### config.mk
export PLATFORM = sky130hd
export DESIGN_NAME = pts_out
export DESIGN_NICKNAME = d
export VERILOG_FILES = /design/src/pts_pkg.sv /design/src/pts_out.sv
export VERILOG_INCLUDE_DIRS = /design/src /design/src/src
export SDC_FILE = /design/constraint.sdc
export NUM_CORES = 1
export LEC_CHECK = 0
export BUFFER_PORTS_ARGS = -buffer_cell sky130_fd_sc_hd__clkbuf_2
export CORE_MARGIN = 2
export CORE_UTILIZATION = 53
export CTS_CLUSTER_DIAMETER = 120
export DETAILED_ROUTE_END_ITERATION = 10
export PLACE_DENSITY = 0.89
export SLEW_MARGIN = 20
export SYNTH_ARGS = -nofsm -noshare
export SYNTH_HDL_FRONTEND = slang
export SYNTH_SLANG_ARGS = --single-unit
### constraint.sdc
create_clock -name clk_i -period 21.6 [get_ports clk_i]
set_input_delay 2.16 -clock clk_i [delete_from_list [all_inputs] [get_ports clk_i]]
set_output_delay 2.16 -clock clk_i [all_outputs]
set_load 0.05 [all_outputs]
### src/polynomial_taylor_shift_defines.svh
`ifndef POLYNOMIAL_TAYLOR_SHIFT_DEFINES_SVH
`define POLYNOMIAL_TAYLOR_SHIFT_DEFINES_SVH

// property must hold at every rising clock edge outside reset
`define PTS_ASSERT(label, prop, msg) \
  label: assert property (@(posedge clk_i) disable iff (!rst_ni) prop) else $error(msg);

// condition must never be seen outside reset
`define PTS_ASSERT_NEVER(label, cond, msg) \
  label: assert property (@(posedge clk_i) disable iff (!rst_ni) !(cond)) else $error(msg);

`endif

### src/pts_pkg.sv
package pts_pkg;

  // polynomial degree, fixed by the coefficient ports
  localparam int Degree           = 5;
  // one cell per horner step
  localparam int NumCells         = Degree * (Degree + 1) / 2;
  localparam int ShiftWidth       = 24;
  localparam int FracBits         = 16;
  // accumulator headroom above the coefficient width
  localparam int AccGuard         = 7;
  localparam int CoefWidthDefault = 32;

  typedef struct packed {
    logic valid;
    logic ovf;
  } pts_ctrl_t;

  // coefficient index updated by cell n of the repeated horner schedule
  function automatic int cell_index(input int n);
    int cnt;
    int res;
    cnt = 0;
    res = 0;
    for (int i = 0; i < Degree; i++) begin
      for (int k = Degree - 1; k >= i; k--) begin
        if (cnt == n) begin
          res = k;
        end
        cnt++;
      end
    end
    return res;
  endfunction

endpackage

### src/pts_out.sv
`include "polynomial_taylor_shift_defines.svh"

module pts_out import pts_pkg::*; #(
  parameter int CoefWidth = CoefWidthDefault,
  localparam int AccBits = CoefWidth + AccGuard
) (
  input  logic                           clk_i,
  input  logic                           rst_ni,
  input  pts_ctrl_t                      ctrl_i,
  input  logic [Degree:0][AccBits-1:0]   coef_i,
  output logic                           en_o,
  input  logic                           out_stall_i,
  output logic                           out_valid_o,
  output logic [Degree:0][CoefWidth-1:0] shifted_o,
  output logic                           overflow_o
);

  // final clamp to the coefficient range
  logic [Degree:0][CoefWidth-1:0] sat_coef;
  logic [Degree:0]                sat_hit;
  logic                           sat_ovf;

  always_comb begin
    for (int k = 0; k <= Degree; k++) begin
      sat_hit[k] = 1'b0;
      if (!coef_i[k][AccBits-1] && (|coef_i[k][AccBits-2:CoefWidth-1])) begin
        sat_coef[k] = {1'b0, {(CoefWidth - 1){1'b1}}};
        sat_hit[k]  = 1'b1;
      end else if (coef_i[k][AccBits-1] && !(&coef_i[k][AccBits-2:CoefWidth-1])) begin
        sat_coef[k] = {1'b1, {(CoefWidth - 1){1'b0}}};
        sat_hit[k]  = 1'b1;
      end else begin
        sat_coef[k] = coef_i[k][CoefWidth-1:0];
      end
    end
  end

  assign sat_ovf = ctrl_i.ovf | (|sat_hit);

  // output register plus one skid entry
  logic                           out_valid_q, out_valid_d;
  logic [Degree:0][CoefWidth-1:0] out_coef_q, out_coef_d;
  logic                           out_ovf_q, out_ovf_d;
  logic                           skid_valid_q, skid_valid_d;
  logic [Degree:0][CoefWidth-1:0] skid_coef_q, skid_coef_d;
  logic                           skid_ovf_q, skid_ovf_d;
  logic                           out_free, new_item;

  assign en_o     = !skid_valid_q;
  assign out_free = !out_valid_q || !out_stall_i;
  assign new_item = ctrl_i.valid && en_o;

  always_comb begin
    out_valid_d  = out_valid_q;
    out_coef_d   = out_coef_q;
    out_ovf_d    = out_ovf_q;
    skid_valid_d = skid_valid_q;
    skid_coef_d  = skid_coef_q;
    skid_ovf_d   = skid_ovf_q;
    priority if (skid_valid_q) begin
      if (out_free) begin
        out_valid_d  = 1'b1;
        out_coef_d   = skid_coef_q;
        out_ovf_d    = skid_ovf_q;
        skid_valid_d = 1'b0;
      end
    end else if (new_item) begin
      if (out_free) begin
        out_valid_d = 1'b1;
        out_coef_d  = sat_coef;
        out_ovf_d   = sat_ovf;
      end else begin
        skid_valid_d = 1'b1;
        skid_coef_d  = sat_coef;
        skid_ovf_d   = sat_ovf;
      end
    end else if (out_free) begin
      out_valid_d = 1'b0;
    end
  end

  always_ff @(posedge clk_i or negedge rst_ni) begin
    if (!rst_ni) begin
      out_valid_q  <= 1'b0;
      skid_valid_q <= 1'b0;
    end else begin
      out_valid_q  <= out_valid_d;
      skid_valid_q <= skid_valid_d;
    end
  end

  always_ff @(posedge clk_i) begin
    out_coef_q  <= out_coef_d;
    out_ovf_q   <= out_ovf_d;
    skid_coef_q <= skid_coef_d;
    skid_ovf_q  <= skid_ovf_d;
  end

  assign out_valid_o = out_valid_q;
  assign shifted_o   = out_coef_q;
  assign overflow_o  = out_ovf_q;

  `PTS_ASSERT_NEVER(a_skid_without_out, skid_valid_q && !out_valid_q, "skid holds a request while output is empty")
  `PTS_ASSERT(a_skid_fill_on_stall, $rose(skid_valid_q) |-> $past(out_valid_q && out_stall_i), "skid filled without a stalled output")
  `PTS_ASSERT(a_no_drop, new_item && out_valid_q && out_stall_i |=> skid_valid_q, "request from chain lost at a stalled output")
  `PTS_ASSERT(a_skid_drain, skid_valid_q && !out_stall_i |=> out_valid_q && !skid_valid_q, "skid did not drain into the output")

endmodule

==> results.json <==
{
  "status": "finished, final reports clean",
  "syn2layout_area_growth_pct": 23.5,
  "cts_setup_buffers": 0,
  "grt_pass1_wl_um": 55900,
  "holdCritPathClass": "reg2reg",
  "grtUsageMet3_pct": 5.55,
  "cts_sinks": 388,
  "viasPerCell": 5.59,
  "final_net_count": 1561,
  "clk_path_buf_depth": 3,
  "finalSetupTns_ns": 0,
  "grt_use_met2_pct": 40.0,
  "r2r_setup_slack_ns": 18.78,
  "root_buffer": "clkbuf_16",
  "die_h_um": 178,
  "syn_nets": 1134,
  "finalSetupViolCount": 0,
  "path_clk_slew_ns": 0.06,
  "path_cells": "clkbuf_2 > nand2_1 > nor3b_2 > buf_4 > buf_4",
  "worstPathRequired_ns": 21.73,
  "overflow": 0,
  "crit_top_cell": "buf_4",
  "max_freq_mhz": 242,
  "ant_nets": 0,
  "ios": 434,
  "place_area_um2": 18500,
  "die_w_um": 178,
  "hold_path_end": "shifted_o[31]$_DFFE_PP_",
  "finalWeightedCongestion": 0.817,
  "fin_crit_ns": 4.14,
  "max_stage_delay_ns": 0.86,
  "syn_area_um2": 16000,
  "coreArea_um2": 29700,
  "synthTopCellsByCount": "386 x edfxtp_1, 189 x mux2_2, 186 x o21a_1",
  "cp_max_fo": 76,
  "fin_area_um2": 19800,
  "relSlewSlack_pct": 25.0,
  "io_buffers": 433,
  "synthFlopType": "edfxtp_1",
  "synth.most_common_cell": "edfxtp_1",
  "use_met1_pct": 28.5,
  "hp-start": "skid_coef_q[31]$_DFFE_PP_",
  "synth-edff-count": 386,
  "diodes": 0,
  "fin_ws_ns": 17.46,
  "holdBufCountCts": 0,
  "netlist.area_leader.share_pct": 72.4,
  "clock_skew_ns": 0.0135,
  "ys_seq_area_share_pct": 72.7,
  "r2r_end": "skid_coef_q[183]$_DFFE_PP_",
  "route.vias.total": 9721,
  "rsz0062_at_grt": "false",
  "synth.largest_area_cell": "edfxtp_1",
  "grt_max_degree": 173,
  "worst_path_max_delay_cell": "buf_4",
  "cts_tree": "done",
  "grtUsageTotal_pct": 23.2,
  "ys_async_sr_fraction_pct": 0.515,
  "totalWireLength_um": 37900,
  "clk_latency_ns": 0.51,
  "synth.distinct_cells": 27,
  "first_iter_violations": 606,
  "htreeDepth": 2,
  "worst_slew_pin_slew_ns": 1.12,
  "timing.rr.start": "skid_valid_q$_DFF_PN0_",
  "syn_avg_cell_area_um2": 17.9,
  "hold_violations": 0,
  "final_util_pct": 66.5,
  "fin_crit_sh_pct": 19.2,
  "drc": 0,
  "critPathCaptureType": "register",
  "synth-seq-cells": 388,
  "leakage_nw": 7.61,
  "finalNonFillerCells": 1739,
  "power_density_nw_per_um2": 95.7,
  "wl_per_cell_um": 21.8,
  "drive_gt1_share_pct": 53.1,
  "cts_buffers": 39,
  "grt_pass1_vias": 9992,
  "start_util_pct": 53.9,
  "start_kind": "input pin",
  "n_fill_cell": 1972,
  "hpwl_um": 25300,
  "hold_depth": 2,
  "grt_busiest_layer": "met2",
  "postSynthCellCount": 895,
  "crit_type": "in2reg",
  "dp_cells": 1671,
  "cts_resized": 0,
  "antenna_found_initial": 0,
  "pre_cts_slack_ns": 16.95,
  "drv_slew": 0,
  "irDropWorstVdd_uv": 72.1,
  "yosys_warnings": 0,
  "drt_pass1_iterations": 4,
  "rows": 63,
  "cap_viol_max_count": 0,
  "dieArea_um2": 31600,
  "synth.area.top_cells": "edfxtp_1 72%, mux2_2 13%, o21a_1 8.7%",
  "cp_data_arrival_time_ns": 4.27,
  "r2r_cells": 4
}
## sequential cells by signal, summed over array words and instances, names as in the netlist
| name | cells |
|---|---|
| skid_valid_q | 1 |
| skid_coef_q | 192 |
| overflow_o | 1 |
| skid_ovf_q | 1 |
| out_valid_o | 1 |
| shifted_o | 192 |
## where the power goes
| part | internal [mW] | switching (mW) | leakage (nW) |
|---|---|---|---|
| sequential | 0.898 | 0.0153 | 3.70 |
| clock | 0.404 | 0.269 | 0.623 |
| combinational | 0.0881 | 0.216 | 3.28 |
| total | 1.39 | 0.501 | 7.61 |
## worst max-delay path, delay by kind of cell
| family | cells | cell delay (ns) |
|---|---|---|
| simple gates | 2 | 0.30 |
| buf+inv | 3 | 1.62 |
## placed cells by master, fill, tap and decap left out, drive strengths merged, types with 2 or more instances in the layout
cell / count
clkbuf: 480
buf: 16
nor3: 3
a21oi: 4
nand2: 7
o21a: 186
mux2i: 3
clkinv: 16
mux2: 189
nor4: 7
nand4: 7
nand3: 5
bufinv: 5
inv: 3
edfxtp: 386
dfrtp: 2
nor2: 10
o21ai: 8
or4: 5
## metrics by stage
step | power, mW | hold slack, ns
after floorplan | 1.16 | 0.500
after global placement | 1.22 | 0.513
after detailed placement | 1.23 | 0.524
after CTS | 1.91 | 0.537
after global routing | 1.95 | 0.559
final | 1.89 | 0.536
## how the worst max path moves through the flow
stage	startpoint	endpoint	slack, ns
final	out_stall_i	skid_coef_q[183]$_DFFE_PP_	17.46
after global routing	out_stall_i	skid_coef_q[189]$_DFFE_PP_	17.33
after CTS	out_stall_i	skid_coef_q[182]$_DFFE_PP_	17.45
after detailed placement	out_stall_i	skid_coef_q[177]$_DFFE_PP_	16.95
after global placement	out_stall_i	skid_coef_q[10]$_DFFE_PP_	16.96
after floorplan	out_stall_i	skid_coef_q[0]$_DFFE_PP_	4.33
## cell type report
cell class / count / area, um^2 / share of cell area (%)
tap: 390 / 488 / 2.47
inverter: 4 / 20.0 / 0.101
clock buffer: 47 / 1050 / 5.31
timing repair buffer: 449 / 2300 / 11.6
multi-input combinational: 440 / 4040 / 20.4
sequential: 388 / 11600 / 58.9
clock inverter: 21 / 226 / 1.15
## logic make-up (layout without fill, tap and decap cells)
kind of cell | after synthesis | after routing | share of synthesized area [%]
compound gates | 200 | 200 | 9.21
buf+inv | 67 | 521 | 2.27
flops | 388 | 388 | 72.7
mux | 192 | 192 | 13.5
simple gates | 48 | 48 | 2.29
## per-layer routing
layer,vias to the layer above,part of all wire [%]
met5,-,0
met4,0,3.3
met3,87,8.2
met2,496,50
met1,4755,38
li1,4383,-
Note: power is estimated with default switching activity, not from simulation.
