<file path="config.mk">
export PLATFORM = sky130hd
export DESIGN_NAME = pts_cell
export DESIGN_NICKNAME = d
export VERILOG_FILES = /design/src/polynomial_taylor_shift_defines.svh /design/src/pts_pkg.sv /design/src/pts_cell.sv
export SDC_FILE = /design/constraint.sdc
export NUM_CORES = 2
export LEC_CHECK = 0
export BUFFER_PORTS_ARGS = -buffer_cell sky130_fd_sc_hd__clkbuf_2
export CORE_AREA = 2 2 377 379
export DETAILED_ROUTE_END_ITERATION = 8
export DIE_AREA = 0 0 379 381
export HOLD_SLACK_MARGIN = 0.08
export SYNTH_ARGS = -nofsm -noshare
export SYNTH_HDL_FRONTEND = slang
export SYNTH_SLANG_ARGS = --single-unit
</file>
<file path="constraint.sdc">
create_clock -name clk_i -period 4.5 [get_ports clk_i]
set_input_delay 0.45 -clock clk_i [delete_from_list [all_inputs] [get_ports clk_i]]
set_output_delay 0.45 -clock clk_i [all_outputs]
set_load 0.02 [all_outputs]
</file>
<file path="src/polynomial_taylor_shift_defines.svh">
`ifndef POLYNOMIAL_TAYLOR_SHIFT_DEFINES_SVH
`define POLYNOMIAL_TAYLOR_SHIFT_DEFINES_SVH

// property must hold at every rising clock edge outside reset
`define PTS_ASSERT(label, prop, msg) \
  label: assert property (@(posedge clk_i) disable iff (!rst_ni) prop) else $error(msg);

// condition must never be seen outside reset
`define PTS_ASSERT_NEVER(label, cond, msg) \
  label: assert property (@(posedge clk_i) disable iff (!rst_ni) !(cond)) else $error(msg);

`endif

</file>
<file path="src/pts_pkg.sv">
package pts_pkg;

  // polynomial degree, fixed by the coefficient ports
  localparam int Degree           = 5;
  // one cell per horner step
  localparam int NumCells         = Degree * (Degree + 1) / 2;
  localparam int ShiftWidth       = 24;
  localparam int FracBits         = 16;
  // accumulator headroom above the coefficient width
  localparam int AccGuard         = 7;
  localparam int CoefWidthDefault = 32;

  typedef struct packed {
    logic valid;
    logic ovf;
  } pts_ctrl_t;

  // coefficient index updated by cell n of the repeated horner schedule
  function automatic int cell_index(input int n);
    int cnt;
    int res;
    cnt = 0;
    res = 0;
    for (int i = 0; i < Degree; i++) begin
      for (int k = Degree - 1; k >= i; k--) begin
        if (cnt == n) begin
          res = k;
        end
        cnt++;
      end
    end
    return res;
  endfunction

endpackage

</file>
<file path="src/pts_cell.sv">
module pts_cell import pts_pkg::*; #(
  parameter int CoefWidth = CoefWidthDefault,
  parameter int Step = 0,
  localparam int AccBits = CoefWidth + AccGuard
) (
  input  logic                          clk_i,
  input  logic                          rst_ni,
  input  logic                          en_i,
  input  pts_ctrl_t                     ctrl_i,
  input  logic [ShiftWidth-1:0]         shift_i,
  input  logic [Degree:0][AccBits-1:0]  coef_i,
  output pts_ctrl_t                     ctrl_o,
  output logic [ShiftWidth-1:0]         shift_o,
  output logic [Degree:0][AccBits-1:0]  coef_o
);

  localparam int K        = cell_index(Step);
  localparam int HiBits   = AccBits - FracBits;
  localparam int ProdBits = HiBits + ShiftWidth + 1;
  localparam int LoBits   = ShiftWidth + FracBits;
  localparam int RndBits  = LoBits + 1 - FracBits;
  localparam int SumBits  = ProdBits + 2;
  localparam logic [LoBits:0] RoundHalf = (LoBits + 1)'(1) << (FracBits - 1);

  // stage a: partial products of s times b[k+1]
  logic signed [ProdBits-1:0] shift_ext, hi_ext, hi_prod;
  logic [LoBits-1:0]          lo_prod;

  pts_ctrl_t                  a_ctrl_q;
  logic [ShiftWidth-1:0]      a_shift_q;
  logic [Degree:0][AccBits-1:0] a_coef_q;
  logic signed [ProdBits-1:0] a_hi_q;
  logic [LoBits-1:0]          a_lo_q;

  assign shift_ext = {{(ProdBits - ShiftWidth){1'b0}}, shift_i};
  assign hi_ext    = {{(ProdBits - HiBits){coef_i[K+1][AccBits-1]}},
                      coef_i[K+1][AccBits-1:FracBits]};
  assign hi_prod   = shift_ext * hi_ext;
  assign lo_prod   = LoBits'(shift_i) * LoBits'(coef_i[K+1][FracBits-1:0]);

  always_ff @(posedge clk_i or negedge rst_ni) begin
    if (!rst_ni) begin
      a_ctrl_q <= '0;
    end else if (en_i) begin
      a_ctrl_q <= ctrl_i;
    end
  end

  always_ff @(posedge clk_i) begin
    if (en_i) begin
      a_shift_q <= shift_i;
      a_coef_q  <= coef_i;
      a_hi_q    <= hi_prod;
      a_lo_q    <= lo_prod;
    end
  end

  // stage b: round, accumulate into b[k], clamp to the accumulator range
  logic [LoBits:0]            lo_sum;
  logic [RndBits-1:0]         lo_rnd;
  logic signed [SumBits-1:0]  sum;
  logic                       sat_pos, sat_neg;
  logic [AccBits-1:0]         acc_d;
  pts_ctrl_t                  ctrl_d;
  logic [Degree:0][AccBits-1:0] coef_d;

  assign lo_sum = {1'b0, a_lo_q} + RoundHalf;
  assign lo_rnd = lo_sum[LoBits:FracBits];

  assign sum = {{(SumBits - ProdBits){a_hi_q[ProdBits-1]}}, a_hi_q}
             + {{(SumBits - RndBits){1'b0}}, lo_rnd}
             + {{(SumBits - AccBits){a_coef_q[K][AccBits-1]}}, a_coef_q[K]};

  assign sat_pos = !sum[SumBits-1] && (|sum[SumBits-2:AccBits-1]);
  assign sat_neg = sum[SumBits-1] && !(&sum[SumBits-2:AccBits-1]);

  always_comb begin
    priority if (sat_pos) begin
      acc_d = {1'b0, {(AccBits - 1){1'b1}}};
    end else if (sat_neg) begin
      acc_d = {1'b1, {(AccBits - 1){1'b0}}};
    end else begin
      acc_d = sum[AccBits-1:0];
    end
    coef_d       = a_coef_q;
    coef_d[K]    = acc_d;
    ctrl_d.valid = a_ctrl_q.valid;
    ctrl_d.ovf   = a_ctrl_q.ovf | sat_pos | sat_neg;
  end

  always_ff @(posedge clk_i or negedge rst_ni) begin
    if (!rst_ni) begin
      ctrl_o <= '0;
    end else if (en_i) begin
      ctrl_o <= ctrl_d;
    end
  end

  always_ff @(posedge clk_i) begin
    if (en_i) begin
      shift_o <= a_shift_q;
      coef_o  <= coef_d;
    end
  end

endmodule

</file>
==> results_dict.tcl <==
set metrics [dict create \
    status "finished with violations" \
    violations "setup timing" \
    insertion_delay_ns 0.67 \
    antenna_found_initial 6 \
    grt.overflow.total 0 \
    synth_nets 6172 \
    wl_um 154000 \
    postSynthAreaPerCell_um2 11.2 \
    place_area_um2 62800 \
    core_region_area_um2 141000 \
    fin_ws_ns -2.09 \
    grtUsageTotal 0.211 \
    seqCellArea_um2 17800 \
    fillCellCount 12600 \
    yosysUniqueCellTypes 85 \
    synthesis.area_um2 52900 \
    placementRows 138 \
    instances_no_fill 7994 \
    wire_per_inst_um 19.3 \
    fmax_ghz 0.152 \
    grt_pass1_wl_um 233000 \
    initial_utilization 0.377 \
    yosys_warnings 0 \
    path_max_fanout 6 \
    dp_cells 7576 \
    port_buffers 522 \
    drive_above_1_share 0.289 \
    pre_cts_ws_ns -3.14 \
    cts_buffers 70 \
    final.setup.tns_ns -120.62 \
    drv_cap 0 \
    vias 37700 \
    arrival_ns 6.98 \
    setup_viol_count_final 103 \
    post-dp-hpwl_um 121000 \
    clock_sinks 593 \
    clock_path_buffers 3 \
    dieArea_um2 144000 \
    grt_pass1_vias 40500 \
    ant_nets 0 \
    drv_slew 0 \
    drcViolationCount 0 \
    fin_crit_sh 1.46 \
    die_y_um 381 \
    drt_iter0_drc 1957 \
    cts_root_buf "clkbuf_16" \
    grt_max_degree 104 \
    cts.reportedPaths.clkPinSlew_ns 0.06 \
    fin_area_um2 70700 \
    cts_tree "yes" \
    multi_input_area_um2 32800 \
    finalClockSkew_ns 0.0261 \
    cts.htree.levels 3 \
    period_needed_ns 6.59 \
    area_growth_pct 33.6 \
    first_pass_iters 5 \
    r2r_slack_ns -0.85 \
    hp-class "in2reg" \
    synth_edf_count 589 \
    final_hold_viol_count 0 \
    syn_inst 4736 \
    ys.flop_type "edfxtp_1" \
    pin_count 523 \
    gp_congestion 0.882 \
    ys_async_sr_fraction 0.00675 \
    worst_pin_slew_ns 1.17 \
    end_kind "register" \
    cp.required_ns 4.89 \
    avgViaCountPerCell 4.72 \
    critical_path_class "in2reg" \
    synth-seq-cells 593 \
    rsz0062_at_grt "true" \
    critPathLaunchType "input port" \
    yosysSeqAreaShare 0.336 \
    die_w_um 379 \
    slew_headroom 0.219 \
    nets 7482 \
]
worst paths after layout:
path                                       startpoint                   endpoint  depth (start not counted)
min in group asynchronous                      rst_ni      ctrl_o[0]$_DFFE_PN0P_                          3
max in group asynchronous                      rst_ni    a_ctrl_q[1]$_DFFE_PN0P_                          4
worst min register to register  a_coef_q[5]$_DFFE_PP_        coef_o[5]$_DFFE_PP_                          0
worst max-delay path                      coef_i[216]       a_hi_q[47]$_DFFE_PP_                         28
worst min-delay path                      coef_i[196]    a_coef_q[196]$_DFFE_PP_                          1
worst max register to register   a_lo_q[19]$_DFFE_PP_  coef_o[168]$_SDFFCE_PP1P_                         24
routing by layer:
metal,share of wire,track usage,vias up
li1,-,-,17400
met1,0.41,0.266,19000
met2,0.49,0.369,1118
met3,0.060,0.0321,236
met4,0.038,0.0712,0
met5,0,0,-
final cells by class:
type,count,share of cell area
multi-input combinational,2926,0.465
sequential,593,0.252
timing repair buffer,1431,0.163
inverter,1024,0.0544
tap,1890,0.0335
clock buffer,82,0.0257
clock inverter,45,0.00704
antenna,3,0.000106
critical path, cell delays in order:
cell and delay, ns:
buf_12 0.12, buf_12 0.14, and2_4 0.14, fa_1 0.46, fa_1 0.54, inv_2 0.05, fa_1 0.52, inv_1 0.05
fa_1 0.51, inv_2 0.05, fa_1 0.53, inv_1 0.05, fa_1 0.50, inv_2 0.04, fa_2 0.53, inv_2 0.04
ha_4 0.16, a21oi_4 0.15, and3b_1 0.19, o211ai_1 0.19, o211a_1 0.22, o41ai_4 0.12, a211oi_4 0.31, a21oi_2 0.09
a211o_1 0.33, a31o_2 0.26, a21oi_2 0.14, xnor2_1 0.08
cell usage in the layout, fill, tap and decap left out, types with 26 or more instances in the layout:
cell / synthesis / layout
o21ai_0: 49 / 26
fa_2: 0 / 26
nand2_1: 609 / 570
xor2_1: 44 / 35
clkbuf_16: 0 / 84
xnor2_1: 75 / 58
ha_4: 0 / 38
a21oi_2: 3 / 28
buf_4: 0 / 568
a21oi_1: 98 / 58
nor2_1: 96 / 61
inv_1: 1023 / 985
and2_1: 382 / 358
nand2_2: 2 / 29
dlygate4sd3_1: 0 / 205
a21o_1: 46 / 46
buf_12: 3 / 55
edfxtp_1: 589 / 589
inv_2: 1 / 39
clkbuf_2: 0 / 488
fa_1: 793 / 767
buf_6: 3 / 56
ha_1: 380 / 332
cells by family (layout without fill, tap and decap cells):
logic type,Yosys count,in the layout,synth area share
fa+ha+maj,1173,1173,0.390
other cells,0,3,0
xor+xnor,119,119,0.0197
mux,7,7,0.00139
buf+inv,1217,2582,0.0878
compound gates,373,373,0.0496
simple gates,1254,1254,0.116
flops,593,593,0.336
state kept, by name, indices dropped and copies added (netlist names):
register / cells
a_coef_q: 234
a_ctrl_q: 2
a_hi_q: 48
a_lo_q: 25
a_shift_q: 24
coef_o: 234
ctrl_o: 2
shift_o: 24
timing repair:
action,4_1_cts,5_1_grt
gates cloned,8,10
hold buffers,205,0
resized for setup,306,276
buffers inserted,41,40
pin swaps,85,142
endpoints found under the setup margin,104,104
endpoints found under the hold margin,206,0
cells in the mapped netlist, types with 4 or more instances:
cell      instances  area (µm²)
a211oi_1         14         105
o211ai_1          8        60.1
edfxtp_1        589       17700
and3_1           23         144
inv_1          1023        3840
and2_1          382        2390
a21boi_0          6        45.0
a21oi_1          98         490
buf_2             6        30.0
dfrtp_1           4         100
a31oi_1           7        43.8
nor3b_1           4        30.0
o21a_1           25         188
nand4_1          20         125
o31ai_1           7        52.6
a311oi_1          5        43.8
nand3_1          25         125
clkbuf_1        179         672
o21ai_2          28         245
ha_1            380        4750
mux2i_1           4        40.0
nor2_1           96         360
o21bai_1         13        97.6
o22ai_1           4        25.0
nor2b_1          20         125
xor2_1           44         385
xnor2_1          75         657
a31o_2            4        35.0
o21ai_0          49         245
or3_1             5        31.3
nor3_1           18        90.1
a21o_1           46         345
nand2_1         609        2290
fa_1            793       15900
a221o_1           5        50.1
o211a_1           4        40.0
nand2b_1         23         144
o21ai_1          11        55.1
or4_1             4        30.0
per-stage QoR:
step                      hold WS, ns   util
after floorplan                 0.154      -
after global placement          0.257  0.447
after detailed placement        0.267  0.447
after CTS                      0.0866  0.492
after global routing            0.117  0.503
final                           0.148  0.503
Power is left out: the tool's default activity adds up to more than one toggle a clock period on the data nets, which glitch-free logic cannot reach.
